[src/ehc_pkg.sv]
// Package with shared types, constants and codes of the Ethernet header classifier.
package ehc_pkg;

	localparam int FRAME_MAX_BYTES = 1514;
	localparam int POS_W           = 11;
	localparam int QUEUE_DEPTH     = 4;
	localparam int QPTR_W          = $clog2(QUEUE_DEPTH);
	localparam int QCNT_W          = $clog2(QUEUE_DEPTH + 1);
	localparam int OUT_DATA_W      = 400;

	localparam logic [POS_W-1:0] POS_MAX = POS_W'(FRAME_MAX_BYTES);

	localparam logic [15:0] ET_IPV4 = 16'h0800;
	localparam logic [15:0] ET_IPV6 = 16'h86DD;
	localparam logic [15:0] ET_ARP  = 16'h0806;

	localparam logic [47:0] BCAST_MAC = 48'hFFFF_FFFF_FFFF;

	localparam logic [7:0] PROTO_ICMP = 8'd1;
	localparam logic [7:0] PROTO_TCP  = 8'd6;
	localparam logic [7:0] PROTO_UDP  = 8'd17;

	localparam logic [15:0] ARP_OP_REQUEST = 16'd1;
	localparam logic [15:0] ARP_OP_REPLY   = 16'd2;

	localparam logic [2:0] ST_OWN_DROP   = 3'd0;
	localparam logic [2:0] ST_BCAST_DROP = 3'd1;
	localparam logic [2:0] ST_UNKNOWN_ET = 3'd2;
	localparam logic [2:0] ST_ARP        = 3'd3;
	localparam logic [2:0] ST_ICMP       = 3'd4;
	localparam logic [2:0] ST_TCP        = 3'd5;
	localparam logic [2:0] ST_UDP        = 3'd6;
	localparam logic [2:0] ST_UNKNOWN_IP = 3'd7;

	localparam logic [1:0] VER_NONE = 2'd0;
	localparam logic [1:0] VER_IPV4 = 2'd1;
	localparam logic [1:0] VER_IPV6 = 2'd2;

	localparam logic [1:0] REG_OWN_MAC    = 2'd0;
	localparam logic [1:0] REG_KEEP_OWN   = 2'd1;
	localparam logic [1:0] REG_BCAST_ONLY = 2'd2;

	typedef struct packed {
		logic [47:0] dest_mac;
		logic [47:0] source_mac;
		logic [15:0] eth_type;
		logic [7:0]  protocol;
		logic [63:0] source_ip_high;
		logic [63:0] source_ip_low;
		logic [63:0] dest_ip_high;
		logic [63:0] dest_ip_low;
		logic [15:0] source_port;
		logic [15:0] dest_port;
		logic [15:0] arp_opcode;
		logic [47:0] arp_sender_mac;
		logic [47:0] arp_target_mac;
	} hdr_rec_t;

	typedef struct packed {
		logic [47:0] own_mac;
		logic        keep_own_frames;
		logic        broadcast_only;
	} cfg_t;

endpackage

[src/ehc_capture.sv]
// Front part: takes frame bytes, captures header fields and hands one record per frame.
module ehc_capture (
	input  logic             clk,
	input  logic             arst_n,
	input  logic             in_valid,
	input  logic [7:0]       in_byte,
	input  logic             in_last,
	input  logic             q_full,
	output logic             in_ready,
	output logic             rec_push,
	output ehc_pkg::hdr_rec_t rec_data
);
	import ehc_pkg::*;

	logic [POS_W-1:0] pos_q;
	hdr_rec_t         cap_q;
	hdr_rec_t         cap_nxt;
	logic             accept;

	assign in_ready = !q_full;
	assign accept   = in_valid && in_ready;
	assign rec_push = accept && in_last;
	assign rec_data = cap_nxt;

	always_comb begin
		cap_nxt = cap_q;
		if (pos_q < POS_W'(6)) begin
			cap_nxt.dest_mac = {cap_q.dest_mac[39:0], in_byte};
		end else if (pos_q < POS_W'(12)) begin
			cap_nxt.source_mac = {cap_q.source_mac[39:0], in_byte};
		end else if (pos_q < POS_W'(14)) begin
			cap_nxt.eth_type = {cap_q.eth_type[7:0], in_byte};
		end else if (cap_q.eth_type == ET_IPV4) begin
			if (pos_q == POS_W'(23)) begin
				cap_nxt.protocol = in_byte;
			end else if (pos_q >= POS_W'(26) && pos_q < POS_W'(30)) begin
				cap_nxt.source_ip_low = {cap_q.source_ip_low[55:0], in_byte};
			end else if (pos_q >= POS_W'(30) && pos_q < POS_W'(34)) begin
				cap_nxt.dest_ip_low = {cap_q.dest_ip_low[55:0], in_byte};
			end else if (pos_q >= POS_W'(34) && pos_q < POS_W'(36)) begin
				cap_nxt.source_port = {cap_q.source_port[7:0], in_byte};
			end else if (pos_q >= POS_W'(36) && pos_q < POS_W'(38)) begin
				cap_nxt.dest_port = {cap_q.dest_port[7:0], in_byte};
			end
		end else if (cap_q.eth_type == ET_IPV6) begin
			if (pos_q == POS_W'(20)) begin
				cap_nxt.protocol = in_byte;
			end else if (pos_q >= POS_W'(22) && pos_q < POS_W'(30)) begin
				cap_nxt.source_ip_high = {cap_q.source_ip_high[55:0], in_byte};
			end else if (pos_q >= POS_W'(30) && pos_q < POS_W'(38)) begin
				cap_nxt.source_ip_low = {cap_q.source_ip_low[55:0], in_byte};
			end else if (pos_q >= POS_W'(38) && pos_q < POS_W'(46)) begin
				cap_nxt.dest_ip_high = {cap_q.dest_ip_high[55:0], in_byte};
			end else if (pos_q >= POS_W'(46) && pos_q < POS_W'(54)) begin
				cap_nxt.dest_ip_low = {cap_q.dest_ip_low[55:0], in_byte};
			end else if (pos_q >= POS_W'(54) && pos_q < POS_W'(56)) begin
				cap_nxt.source_port = {cap_q.source_port[7:0], in_byte};
			end else if (pos_q >= POS_W'(56) && pos_q < POS_W'(58)) begin
				cap_nxt.dest_port = {cap_q.dest_port[7:0], in_byte};
			end
		end else if (cap_q.eth_type == ET_ARP) begin
			if (pos_q >= POS_W'(20) && pos_q < POS_W'(22)) begin
				cap_nxt.arp_opcode = {cap_q.arp_opcode[7:0], in_byte};
			end else if (pos_q >= POS_W'(22) && pos_q < POS_W'(28)) begin
				cap_nxt.arp_sender_mac = {cap_q.arp_sender_mac[39:0], in_byte};
			end else if (pos_q >= POS_W'(28) && pos_q < POS_W'(32)) begin
				cap_nxt.source_ip_low = {cap_q.source_ip_low[55:0], in_byte};
			end else if (pos_q >= POS_W'(32) && pos_q < POS_W'(38)) begin
				cap_nxt.arp_target_mac = {cap_q.arp_target_mac[39:0], in_byte};
			end else if (pos_q >= POS_W'(38) && pos_q < POS_W'(42)) begin
				cap_nxt.dest_ip_low = {cap_q.dest_ip_low[55:0], in_byte};
			end
		end
	end

	always_ff @(posedge clk or negedge arst_n) begin
		if (!arst_n) begin
			pos_q <= '0;
			cap_q <= '0;
		end else if (accept) begin
			if (in_last) begin
				pos_q <= '0;
				cap_q <= '0;
			end else begin
				cap_q <= cap_nxt;
				if (pos_q < POS_MAX) begin
					pos_q <= pos_q + POS_W'(1);
				end
			end
		end
	end

endmodule

[src/ehc_queue.sv]
// Short register queue of captured header records between front and back parts.
module ehc_queue (
	input  logic              clk,
	input  logic              arst_n,
	input  logic              push,
	input  ehc_pkg::hdr_rec_t push_data,
	input  logic              pop,
	output ehc_pkg::hdr_rec_t head_data,
	output logic              full,
	output logic              empty,
	output logic [ehc_pkg::QCNT_W-1:0] count
);
	import ehc_pkg::*;

	hdr_rec_t          mem_q [QUEUE_DEPTH];
	logic [QPTR_W-1:0] wr_ptr_q;
	logic [QPTR_W-1:0] rd_ptr_q;
	logic [QCNT_W-1:0] count_q;
	logic              do_push;
	logic              do_pop;

	assign full      = count_q == QCNT_W'(QUEUE_DEPTH);
	assign empty     = count_q == '0;
	assign count     = count_q;
	assign do_push   = push && !full;
	assign do_pop    = pop && !empty;
	assign head_data = mem_q[rd_ptr_q];

	always_ff @(posedge clk) begin
		if (do_push) begin
			mem_q[wr_ptr_q] <= push_data;
		end
	end

	always_ff @(posedge clk or negedge arst_n) begin
		if (!arst_n) begin
			wr_ptr_q <= '0;
			rd_ptr_q <= '0;
			count_q  <= '0;
		end else begin
			if (do_push) begin
				wr_ptr_q <= wr_ptr_q + QPTR_W'(1);
			end
			if (do_pop) begin
				rd_ptr_q <= rd_ptr_q + QPTR_W'(1);
			end
			unique case ({do_push, do_pop})
				2'b10:   count_q <= count_q + QCNT_W'(1);
				2'b01:   count_q <= count_q - QCNT_W'(1);
				default: count_q <= count_q;
			endcase
		end
	end

endmodule

[src/ehc_classify.sv]
// Back part: classifies the queued header record and holds the result in an output register.
module ehc_classify (
	input  logic                       clk,
	input  logic                       arst_n,
	input  ehc_pkg::cfg_t              cfg,
	input  ehc_pkg::hdr_rec_t          rec,
	input  logic                       rec_valid,
	output logic                       rec_pop,
	output logic                       out_valid,
	input  logic                       out_ready,
	output logic [2:0]                 out_status,
	output logic [ehc_pkg::OUT_DATA_W-1:0] out_data
);
	import ehc_pkg::*;

	logic [2:0]  status;
	logic [1:0]  ver;
	logic [63:0] sih;
	logic [63:0] sil;
	logic [63:0] dih;
	logic [63:0] dil;
	logic [7:0]  proto;
	logic [15:0] sp;
	logic [15:0] dp;
	logic [2:0]  flags;
	logic        valid_q;
	logic [2:0]  status_q;
	logic [OUT_DATA_W-1:0] data_q;

	always_comb begin
		status = ST_UNKNOWN_ET;
		ver    = VER_NONE;
		sih    = '0;
		sil    = '0;
		dih    = '0;
		dil    = '0;
		proto  = '0;
		sp     = '0;
		dp     = '0;
		flags  = '0;
		priority if (!cfg.keep_own_frames && rec.source_mac == cfg.own_mac) begin
			status = ST_OWN_DROP;
		end else if (cfg.broadcast_only && rec.dest_mac != BCAST_MAC) begin
			status = ST_BCAST_DROP;
		end else if (rec.eth_type == ET_ARP) begin
			status   = ST_ARP;
			ver      = VER_IPV4;
			sil      = {32'd0, rec.source_ip_low[31:0]};
			dil      = {32'd0, rec.dest_ip_low[31:0]};
			flags[0] = rec.arp_sender_mac != rec.source_mac;
			if (rec.arp_opcode == ARP_OP_REPLY) begin
				flags[1] = rec.arp_target_mac != rec.dest_mac;
			end else if (rec.arp_opcode != ARP_OP_REQUEST) begin
				flags[2] = 1'b1;
			end
		end else if (rec.eth_type == ET_IPV4 || rec.eth_type == ET_IPV6) begin
			if (rec.eth_type == ET_IPV4) begin
				ver = VER_IPV4;
				sil = {32'd0, rec.source_ip_low[31:0]};
				dil = {32'd0, rec.dest_ip_low[31:0]};
			end else begin
				ver = VER_IPV6;
				sih = rec.source_ip_high;
				sil = rec.source_ip_low;
				dih = rec.dest_ip_high;
				dil = rec.dest_ip_low;
			end
			proto = rec.protocol;
			priority if (proto == PROTO_ICMP) begin
				status = ST_ICMP;
			end else if (proto == PROTO_TCP) begin
				status = ST_TCP;
			end else if (proto == PROTO_UDP) begin
				status = ST_UDP;
			end else begin
				status = ST_UNKNOWN_IP;
			end
			if (status == ST_TCP || status == ST_UDP) begin
				sp = rec.source_port;
				dp = rec.dest_port;
			end
		end else begin
			status = ST_UNKNOWN_ET;
		end
	end

	assign rec_pop    = rec_valid && (!valid_q || out_ready);
	assign out_valid  = valid_q;
	assign out_status = status_q;
	assign out_data   = data_q;

	always_ff @(posedge clk or negedge arst_n) begin
		if (!arst_n) begin
			valid_q <= 1'b0;
		end else if (rec_pop) begin
			valid_q <= 1'b1;
		end else if (out_ready) begin
			valid_q <= 1'b0;
		end
	end

	always_ff @(posedge clk) begin
		if (rec_pop) begin
			status_q <= status;
			data_q   <= {3'd0, flags, dp, sp, proto, dil, dih, sil, sih,
				rec.dest_mac, rec.source_mac, ver};
		end
	end

endmodule

[src/ethernet_header_classifier_top.sv]
// Top level of the Ethernet header classifier: configuration registers, front, queue and back.
//
// Channel  Direction  Handshake            Payload
// s_axis   in         s_tvalid / s_tready  s_tdata data_byte, s_tlast frame_end
// m_axis   out        m_tvalid / m_tready  m_tdata header fields, m_tuser status
// cfg      in         cfg_valid/cfg_ready  cfg_index register, cfg_data value
//
// One byte is taken in every cycle while the record queue has a free entry.
// After the last byte of its frame, a result is held first in the queue and then in the
// output register; the four-entry queue absorbs stalls.
// The reset clears positions, captured fields, queue pointers and output valid.
// Configuration writes are taken in every cycle.
module ethernet_header_classifier_top (
	input  logic         clk,
	input  logic         arst_n,
	input  logic         s_tvalid,
	output logic         s_tready,
	input  logic [7:0]   s_tdata,  // [7:0] data_byte
	input  logic         s_tlast,
	output logic         m_tvalid,
	input  logic         m_tready,
	// [1:0] ip_version, [49:2] source_mac, [97:50] dest_mac, [161:98] source_ip_high,
	// [225:162] source_ip_low, [289:226] dest_ip_high, [353:290] dest_ip_low,
	// [361:354] protocol_number, [377:362] source_port, [393:378] dest_port,
	// [396:394] arp_flags, [399:397] zero
	output logic [ehc_pkg::OUT_DATA_W-1:0] m_tdata,
	output logic [2:0]   m_tuser,  // [2:0] status
	input  logic         cfg_valid,
	output logic         cfg_ready,
	input  logic [1:0]   cfg_index,
	input  logic [47:0]  cfg_data
);
	import ehc_pkg::*;

	cfg_t              cfg_q;
	hdr_rec_t          push_rec;
	hdr_rec_t          head_rec;
	logic              q_push;
	logic              q_pop;
	logic              q_full;
	logic              q_empty;
	logic [QCNT_W-1:0] q_count;

	assign cfg_ready = 1'b1;

	always_ff @(posedge clk or negedge arst_n) begin
		if (!arst_n) begin
			cfg_q.own_mac         <= '0;
			cfg_q.keep_own_frames <= 1'b1;
			cfg_q.broadcast_only  <= 1'b0;
		end else if (cfg_valid && cfg_ready) begin
			unique case (cfg_index)
				REG_OWN_MAC:    cfg_q.own_mac         <= cfg_data;
				REG_KEEP_OWN:   cfg_q.keep_own_frames <= cfg_data[0];
				REG_BCAST_ONLY: cfg_q.broadcast_only  <= cfg_data[0];
				default:        cfg_q                 <= cfg_q;
			endcase
		end
	end

	ehc_capture u_front (
		.clk      (clk),
		.arst_n   (arst_n),
		.in_valid (s_tvalid),
		.in_byte  (s_tdata),
		.in_last  (s_tlast),
		.q_full   (q_full),
		.in_ready (s_tready),
		.rec_push (q_push),
		.rec_data (push_rec)
	);

	ehc_queue u_queue (
		.clk       (clk),
		.arst_n    (arst_n),
		.push      (q_push),
		.push_data (push_rec),
		.pop       (q_pop),
		.head_data (head_rec),
		.full      (q_full),
		.empty     (q_empty),
		.count     (q_count)
	);

	ehc_classify u_back (
		.clk        (clk),
		.arst_n     (arst_n),
		.cfg        (cfg_q),
		.rec        (head_rec),
		.rec_valid  (!q_empty),
		.rec_pop    (q_pop),
		.out_valid  (m_tvalid),
		.out_ready  (m_tready),
		.out_status (m_tuser),
		.out_data   (m_tdata)
	);

	a_queue_bound: assert property (@(posedge clk) disable iff (!arst_n)
		q_count <= QCNT_W'(QUEUE_DEPTH))
		else $error("record queue count exceeds its depth");

	a_frame_queued: assert property (@(posedge clk) disable iff (!arst_n)
		(s_tvalid && s_tready && s_tlast) |=> !q_empty)
		else $error("frame end did not leave a record in the queue");

	a_drop_clean: assert property (@(posedge clk) disable iff (!arst_n)
		(m_tvalid && (m_tuser == ST_OWN_DROP || m_tuser == ST_BCAST_DROP))
		|-> (m_tdata[1:0] == VER_NONE && m_tdata[396:98] == '0))
		else $error("dropped frame result carries header fields");

	a_pop_only_stored: assert property (@(posedge clk) disable iff (!arst_n)
		q_pop |-> !q_empty)
		else $error("back part took a record from an empty queue");

endmodule
[config.mk]
export PLATFORM = sky130hd
export DESIGN_NAME = ethernet_header_classifier_top
export DESIGN_NICKNAME = d
export VERILOG_FILES = /design/src/ehc_pkg.sv /design/src/ehc_capture.sv /design/src/ehc_queue.sv /design/src/ehc_classify.sv /design/src/ethernet_header_classifier_top.sv
export SDC_FILE = /design/constraint.sdc
export NUM_CORES = 2
export LEC_CHECK = 0
export ABC_AREA = 1
export BUFFER_PORTS_ARGS = -buffer_cell sky130_fd_sc_hd__buf_4
export CORE_ASPECT_RATIO = 1.2
export CORE_MARGIN = 2
export CORE_UTILIZATION = 30
export CTS_CLUSTER_DIAMETER = 60
export DETAILED_ROUTE_END_ITERATION = 6
export HOLD_SLACK_MARGIN = 0.1
export PLACE_DENSITY = 0.47
export SLEW_MARGIN = 10
export SYNTH_ARGS = -nofsm -noshare
export SYNTH_HDL_FRONTEND = slang
export SYNTH_SLANG_ARGS = --single-unit
export TNS_END_PERCENT = 10
[constraint.sdc]
create_clock -name clk -period 25.1 [get_ports clk]
set_input_delay 2.51 -clock clk [delete_from_list [all_inputs] [get_ports clk]]
set_output_delay 2.51 -clock clk [all_outputs]
set_load 0.03 [all_outputs]
* Word level (Yosys, flattened, before mapping) *
Memory sizes are Yosys's and may differ from the RTL's.
Index checks and enable logic that the tools add are counted.

storage, ports and cells
  register bits = 989
  bits in writable memories = 2080
  memories = 1
  bits of input ports = 64
  output and inout port bits = 406
  word-level logic and storage cells = 223

memories
  name           words  bits a word  read ports  clocked after memory_dff  write ports  RTL line         RTL
  u_queue.mem_q  4      520          1           0                         1            ehc_queue.sv:15  hdr_rec_t mem_q [QUEUE_DEPTH];

cells by class
  muxes and demuxes = 84
  $lt $le $gt $ge = 28
  bitwise logic cells = 4
  $add $sub $neg = 5
  eq/ne operators = 24
  reduce and logical (&&, ||, !) cells = 45

operators by type and width
  kind                  number
  $mux 64               23
  $mux 520              1
  $mux 96               5
  $mux 472              1
  $mux 424              1
  $mux 408              1
  $mux 112              3
  $mux 288              1
  $mux 48               6
  $mux 224              1
  $mux 32               7
  $mux 160              1
  $mux 16               8
  $lt 11x6->1 const B   9
  $ne 48x48->1          2
  $ge 11x6->1 const B   7
  $mux 72               1
  $eq 16x12->1 const B  4
  $ge 11x5->1 const B   5
  $eq 48x48->1          1
  $ne 48x48->1 const B  1
  $lt 11x5->1 const B   3
  $eq 16x16->1 const B  2
  $mux 8                3
  33 further kinds      93

* Depth between registers and ports, before layout *
  depth after elaboration = 15
  mapped depth = 20

* Modules after synthesis *
Synthesis repeated with hierarchy kept, for this count alone.

second synthesis, totals
  cell total of the unflattened synthesis = 13519
  area total of the unflattened synthesis = 137302.9 um^2

modules (own cells, without submodules)
  module                          times used  area each (um^2)  sequential area each (um^2)  cells each
  ehc_queue                       1           82197.6           62635.1                      6128
  ehc_capture                     1           35855.6           13287.7                      5573
  ehc_classify                    1           17221.5           12036.5                      1593
  ethernet_header_classifier_top  1           2028.2            1252.5                       225

* Least setup slack after synthesis *
Ideal clock, no wire load.

  kind = input -> register
  start = in s_tvalid
  end = mem u_queue.mem_q[0][0] in the netlist's numbering (enable)
  arrival time = 24.797 ns
  slack = -1.116 ns
  cell stages on the path = 4
  setup time = 1.418 ns
  path through = nand2_1 > nor2_1 > clkinv_1 > nor2_1

between the ends
  word-level cells in the longest chain between the ends = 5

ends and longest elaborated chain
  element                       RTL line                              RTL
  start, declared               ethernet_header_classifier_top.sv:16  input logic s_tvalid,
  $logic_and 1x1->1             ehc_capture.sv:21                     assign accept = in_valid && in_ready;
  $logic_and 1x1->1             ehc_capture.sv:22                     assign rec_push = accept && in_last;
  $logic_and 1x1->1             ehc_queue.sv:25                       assign do_push = push && !full;
  $mux 1                        ehc_queue.sv:30                       if (do_push) begin
  $mux 1 (not written as such)  ehc_queue.sv:31                       mem_q[wr_ptr_q] <= push_data;
  end, declared                 ehc_queue.sv:15

No other way between the ends.

* Worst setup path after layout *
  start = reg u_queue.rd_ptr_q[0]
  end = reg u_back.data_q[141] (netlist: u_back.out_data[141]), data pin

between the ends
  word-level cells in the longest chain between the ends = 5

ends and longest elaborated chain
  element                                              RTL line                                RTL
  start, declared                                      ehc_queue.sv:17                         logic [QPTR_W-1:0] rd_ptr_q;
  start signal, assigned                               ehc_queue.sv:45                         rd_ptr_q <= rd_ptr_q + QPTR_W'(1);
  $mem_v2 4x520 *                                      n/a
  $eq 16x12->1 / $eq 16x16->1 (equally long branches)  ehc_classify.sv:56, ehc_classify.sv:57
  $logic_or 1x1->1                                     ehc_classify.sv:56                      end else if (rec.eth_type == ET_IPV4 || rec.eth_type == ET_IPV6) begin
  $not 1->1 (no line)                                  n/a
  $reduce_or 5->1 (no line)                            n/a
  end signal, assigned                                 ehc_classify.sv:105                     data_q <= {3'd0, flags, dp, sp, proto, dil, dih, sil, sih,
  end, declared                                        ehc_classify.sv:28                      logic [OUT_DATA_W-1:0] data_q;

Mark *: on every way between the ends. The rest lies on a longest branch, timed or not.
A chain may end at the register's enable or synchronous reset.

==> summary.md <==
| Metric | Value |
|---|---|
| Fillers | `43.1k` |
| Crit end category | `flop` |
| Critical path depth | `19` |
| Hold Crit Depth | `1` |
| Gpl congestion | `0.784` |
| Critical path peak fanout | `97` |
| RSZ-0062 raised after global routing | `false` |
| Port bufs | `465` |
| Ranking of synthesized cells by area | `edfxtp_1 57%, dfrtp_1 11%, nand2_1 10%` |
| Synthesized area | `131000 µm²` |
| Overflow after GRT | `0` |
| Drt initial violations | `7473` |
| Slowest stage delay, CP | `1.01 ns` |
| Highest clock rate | `132 MHz` |
| Drt via density | `4.85` |
| Sink Count | `3069` |
| Cells along the critical path | `buf_12 > buf_4 > buf_4 > nand2_1 > nand3_1 > nand2_1 > nand2_1 > o21ai_0 > nor2_1 > nand2_1 > nor2_1 > nand2_1 > nor2_1 > nand2_2 > nand4_4 > buf_4 > buf_4 > buf_4 > nor2_1` |
| Post-Synthesis Cells | `12.2k` |
| H-tree levels | `5` |
| Max_slew headroom | `0.179` |
| Worst setup SP type | `flop` |
| Dpl hpwl | `239 mm` |
| Area fraction of the dominant cell type after synthesis | `0.568` |
| Final Max Tran Viols | `0` |
| Crit path from | `u_queue.rd_ptr_q[0]` |
| Final Power | `17.1 mW` |
| Post-CTS Hold Buffers | `0` |
| Req. time, crit path | `25.76 ns` |
| Crit path to | `u_back.out_data[141]` |
| Starting density of the core | `0.302` |
| Layout cells sized above 1 | `0.0989` |
| Reg2reg setup slack | `17.51 ns` |
| Post-route setup slack | `17.51 ns` |
| DRT Wirelength | `400 mm` |
| # setup viols final | `0` |
| Antenna Nets Post-Route | `0` |
| Syn-to-layout area delta | `16.0%` |
| Hold Crit Class | `flop to flop` |
| Number of CTS-inserted buffers | `354` |
| RR Startpoint | `u_queue.rd_ptr_q[0]` |
| Fin Setup TNS | `0 ns` |
| Initial antenna violation count | `22` |
| Clock slew at reported path FFs | `0.06 ns` |
| Routed len/inst | `21.7 µm` |
| Fin Hold WS | `0.474 ns` |
| Via count | `89.5k` |
| Pwr dens | `113 nW/µm²` |
| Crit share post-route | `0.302` |
| Root Driver | `clkbuf_16` |
| Post-CTS Setup Repair Bufs | `0` |
| Clock tree buffer depth | `4` |
| Area leader, netlist | `edfxtp_1` |
| I/O pins | `470` |
| Cell Rows | `265` |
| Max-cap violation count | `0` |
| Final Skew | `0.0968 ns` |
| First-pass GRT wire length | `588 mm` |
| Gr usage total | `0.175` |
| Area of the multi-input gates | `35800 µm²` |
| Reg2Reg Depth | `19` |
| Critical path arrival | `8.24 ns` |
| Main synth FF type | `edfxtp_1` |
| Distinct cells, synth | `55` |
| Pre-Repair DR Iteration Count | `7` |
| Cts repair resizes | `0` |
| Final nets | `12.4k` |
| Die X | `608 µm` |
| Post-synth EDFFs | `2480` |
| Max IR drop VDD | `0.0822 mV` |
| Final core occ | `0.350` |
| FF-to-FF End | `u_back.out_data[141]` |
| Post-Syn Area per Cell | `10.8 µm²` |
| Vias in the first global route | `85.2k` |
| Die Y | `728 µm` |
| Post-synthesis register bit count | `3069` |
| Pin count of the biggest net entering global routing | `191` |
| Period minus WS final | `7.59 ns` |
| Tightest Pin Transition | `1.22 ns` |
| LEAKAGE | `59.8 nW` |
| CP top delay family | `buffers and inverters` |
| Kind of critical path | `flop to flop` |
| Status | `completed` |
| Worst path bufs/invs | `6` |
| Die area | `442000 µm²` |
| Post-synth ARST share | `0.192` |
| Fin. Hold Viols | `0` |
| DRC Markers | `0` |
| Total of warnings raised by yosys | `0` |
| CTS tree | `done` |
| FF+latch area | `89200 µm²` |
| DP Worst Slack | `16.74 ns` |
| Register area share after synthesis | `0.680` |
| Skew-Pair Late Insertion Delay | `0.99 ns` |
| Slowest CP cell | `dfrtp_4` |
| Core area | `435000 µm²` |
-- metrics by stage --
stage	cell area, µm²	instances
after floorplan	131000	12200
after global placement	140000	17800
after detailed placement	140000	17800
after CTS	152000	18400
after global routing	152000	18400
final	152000	18400
-- worst min-delay path by stage --
| stage | startpoint | endpoint | slack [ns] |
|---|---|---|---|
| 3_5_place_dp | u_front.cap_q[89] | u_front.cap_q[89] | 0.47 |
| 3_3_place_gp | u_front.cap_q[403] | u_front.cap_q[403] | 0.46 |
| 4_1_cts | u_queue.count[0] | u_queue.count[0] | 0.48 |
| 6_report | u_queue.count[0] | u_queue.count[0] | 0.47 |
| 2_1_floorplan | u_queue.count[0] | u_queue.count[0] | 0.45 |
| 5_1_grt | u_front.cap_q[400] | u_front.cap_q[400] | 0.51 |
-- synthesized netlist by cell type (5+ instances only) --
cell	count
inv_2	20
a32o_1	290
o21ai_2	7
nand3b_1	12
ha_1	7
o31ai_1	9
clkbuf_1	496
xor2_1	50
and2_1	66
o211ai_1	99
a21oi_1	537
inv_1	764
a22o_1	12
nand4_1	87
nor4_1	10
buf_2	184
mux2_2	14
a21boi_0	64
buf_6	7
nor2_1	658
dfrtp_1	588
o22a_1	5
edfxtp_1	2480
o21ai_0	821
buf_1	74
nand2_1	3630
nand3_1	744
xnor2_1	38
buf_4	27
o22ai_1	180
nor3_1	19
mux2i_1	64
o21ai_1	82
-- kinds of logic after synthesis --
family	synth area share
AO/OA/AOI/OAI	0.0976
multiplexers	0.00609
other	0.0000573
XOR/XNOR	0.00588
AND/OR/NAND/NOR	0.161
flip-flops	0.680
buffers and inverters	0.0480
adder cells (fa/ha/maj)	0.000821
-- flip-flops by register name, summed over array words and instances (netlist names) --
name,cells
u_queue.mem_q,2080
u_front.cap_q,520
u_back.out_data,397
cfg_q,50
u_front.pos_q,11
u_back.out_status,3
u_queue.count,3
u_queue.rd_ptr_q,2
u_queue.wr_ptr_q,2
u_back.out_valid,1
-- report_power, final --
| part | total [mW] | switching, mW | internal (mW) |
|---|---|---|---|
| sequential | 6.79 | 0.360 | 6.43 |
| combinational | 5.03 | 3.67 | 1.36 |
| clock | 5.32 | 2.22 | 3.10 |
-- layout by cell type (no fill, tap or decap), drive strengths merged, types with 15 or more instances in the layout --
master	Yosys	layout
clkbuf	496	461
diode	0	15
nor3	20	20
bufinv	0	34
xor2	50	50
o211ai	99	99
clkinv	2	136
o21ai	910	910
a32o	290	290
dfrtp	588	588
nand4	89	89
nor2	660	660
o22ai	180	180
nand2	3632	3632
inv	785	810
buf	292	626
a21oi	538	538
edfxtp	2480	2480
a21boi	64	64
and2	66	66
nand3	745	745
mux2i	64	64
xnor2	38	38
-- layer usage --
metal / vias to the layer above / routed length (µm) / global-route usage
met1: 44400 / 181000 / 0.242
met3: 458 / 17200 / 0.0203
met4: 0 / 9920 / 0.0443
li1: 42600 / - / -
met5: - / 0 / 0
met2: 2003 / 192000 / 0.293
-- layout make-up --
cell class	count	area share
Antenna cell	15	0.000247
Clock buffer	461	0.0635
Clock inverter	202	0.0154
Inverter	787	0.0197
Multi-Input combinational cell	7530	0.235
Sequential cell	3069	0.586
Tap cell	5740	0.0472
Timing Repair Buffer	626	0.0323
No activity file was read; power rests on OpenSTA's default activity.
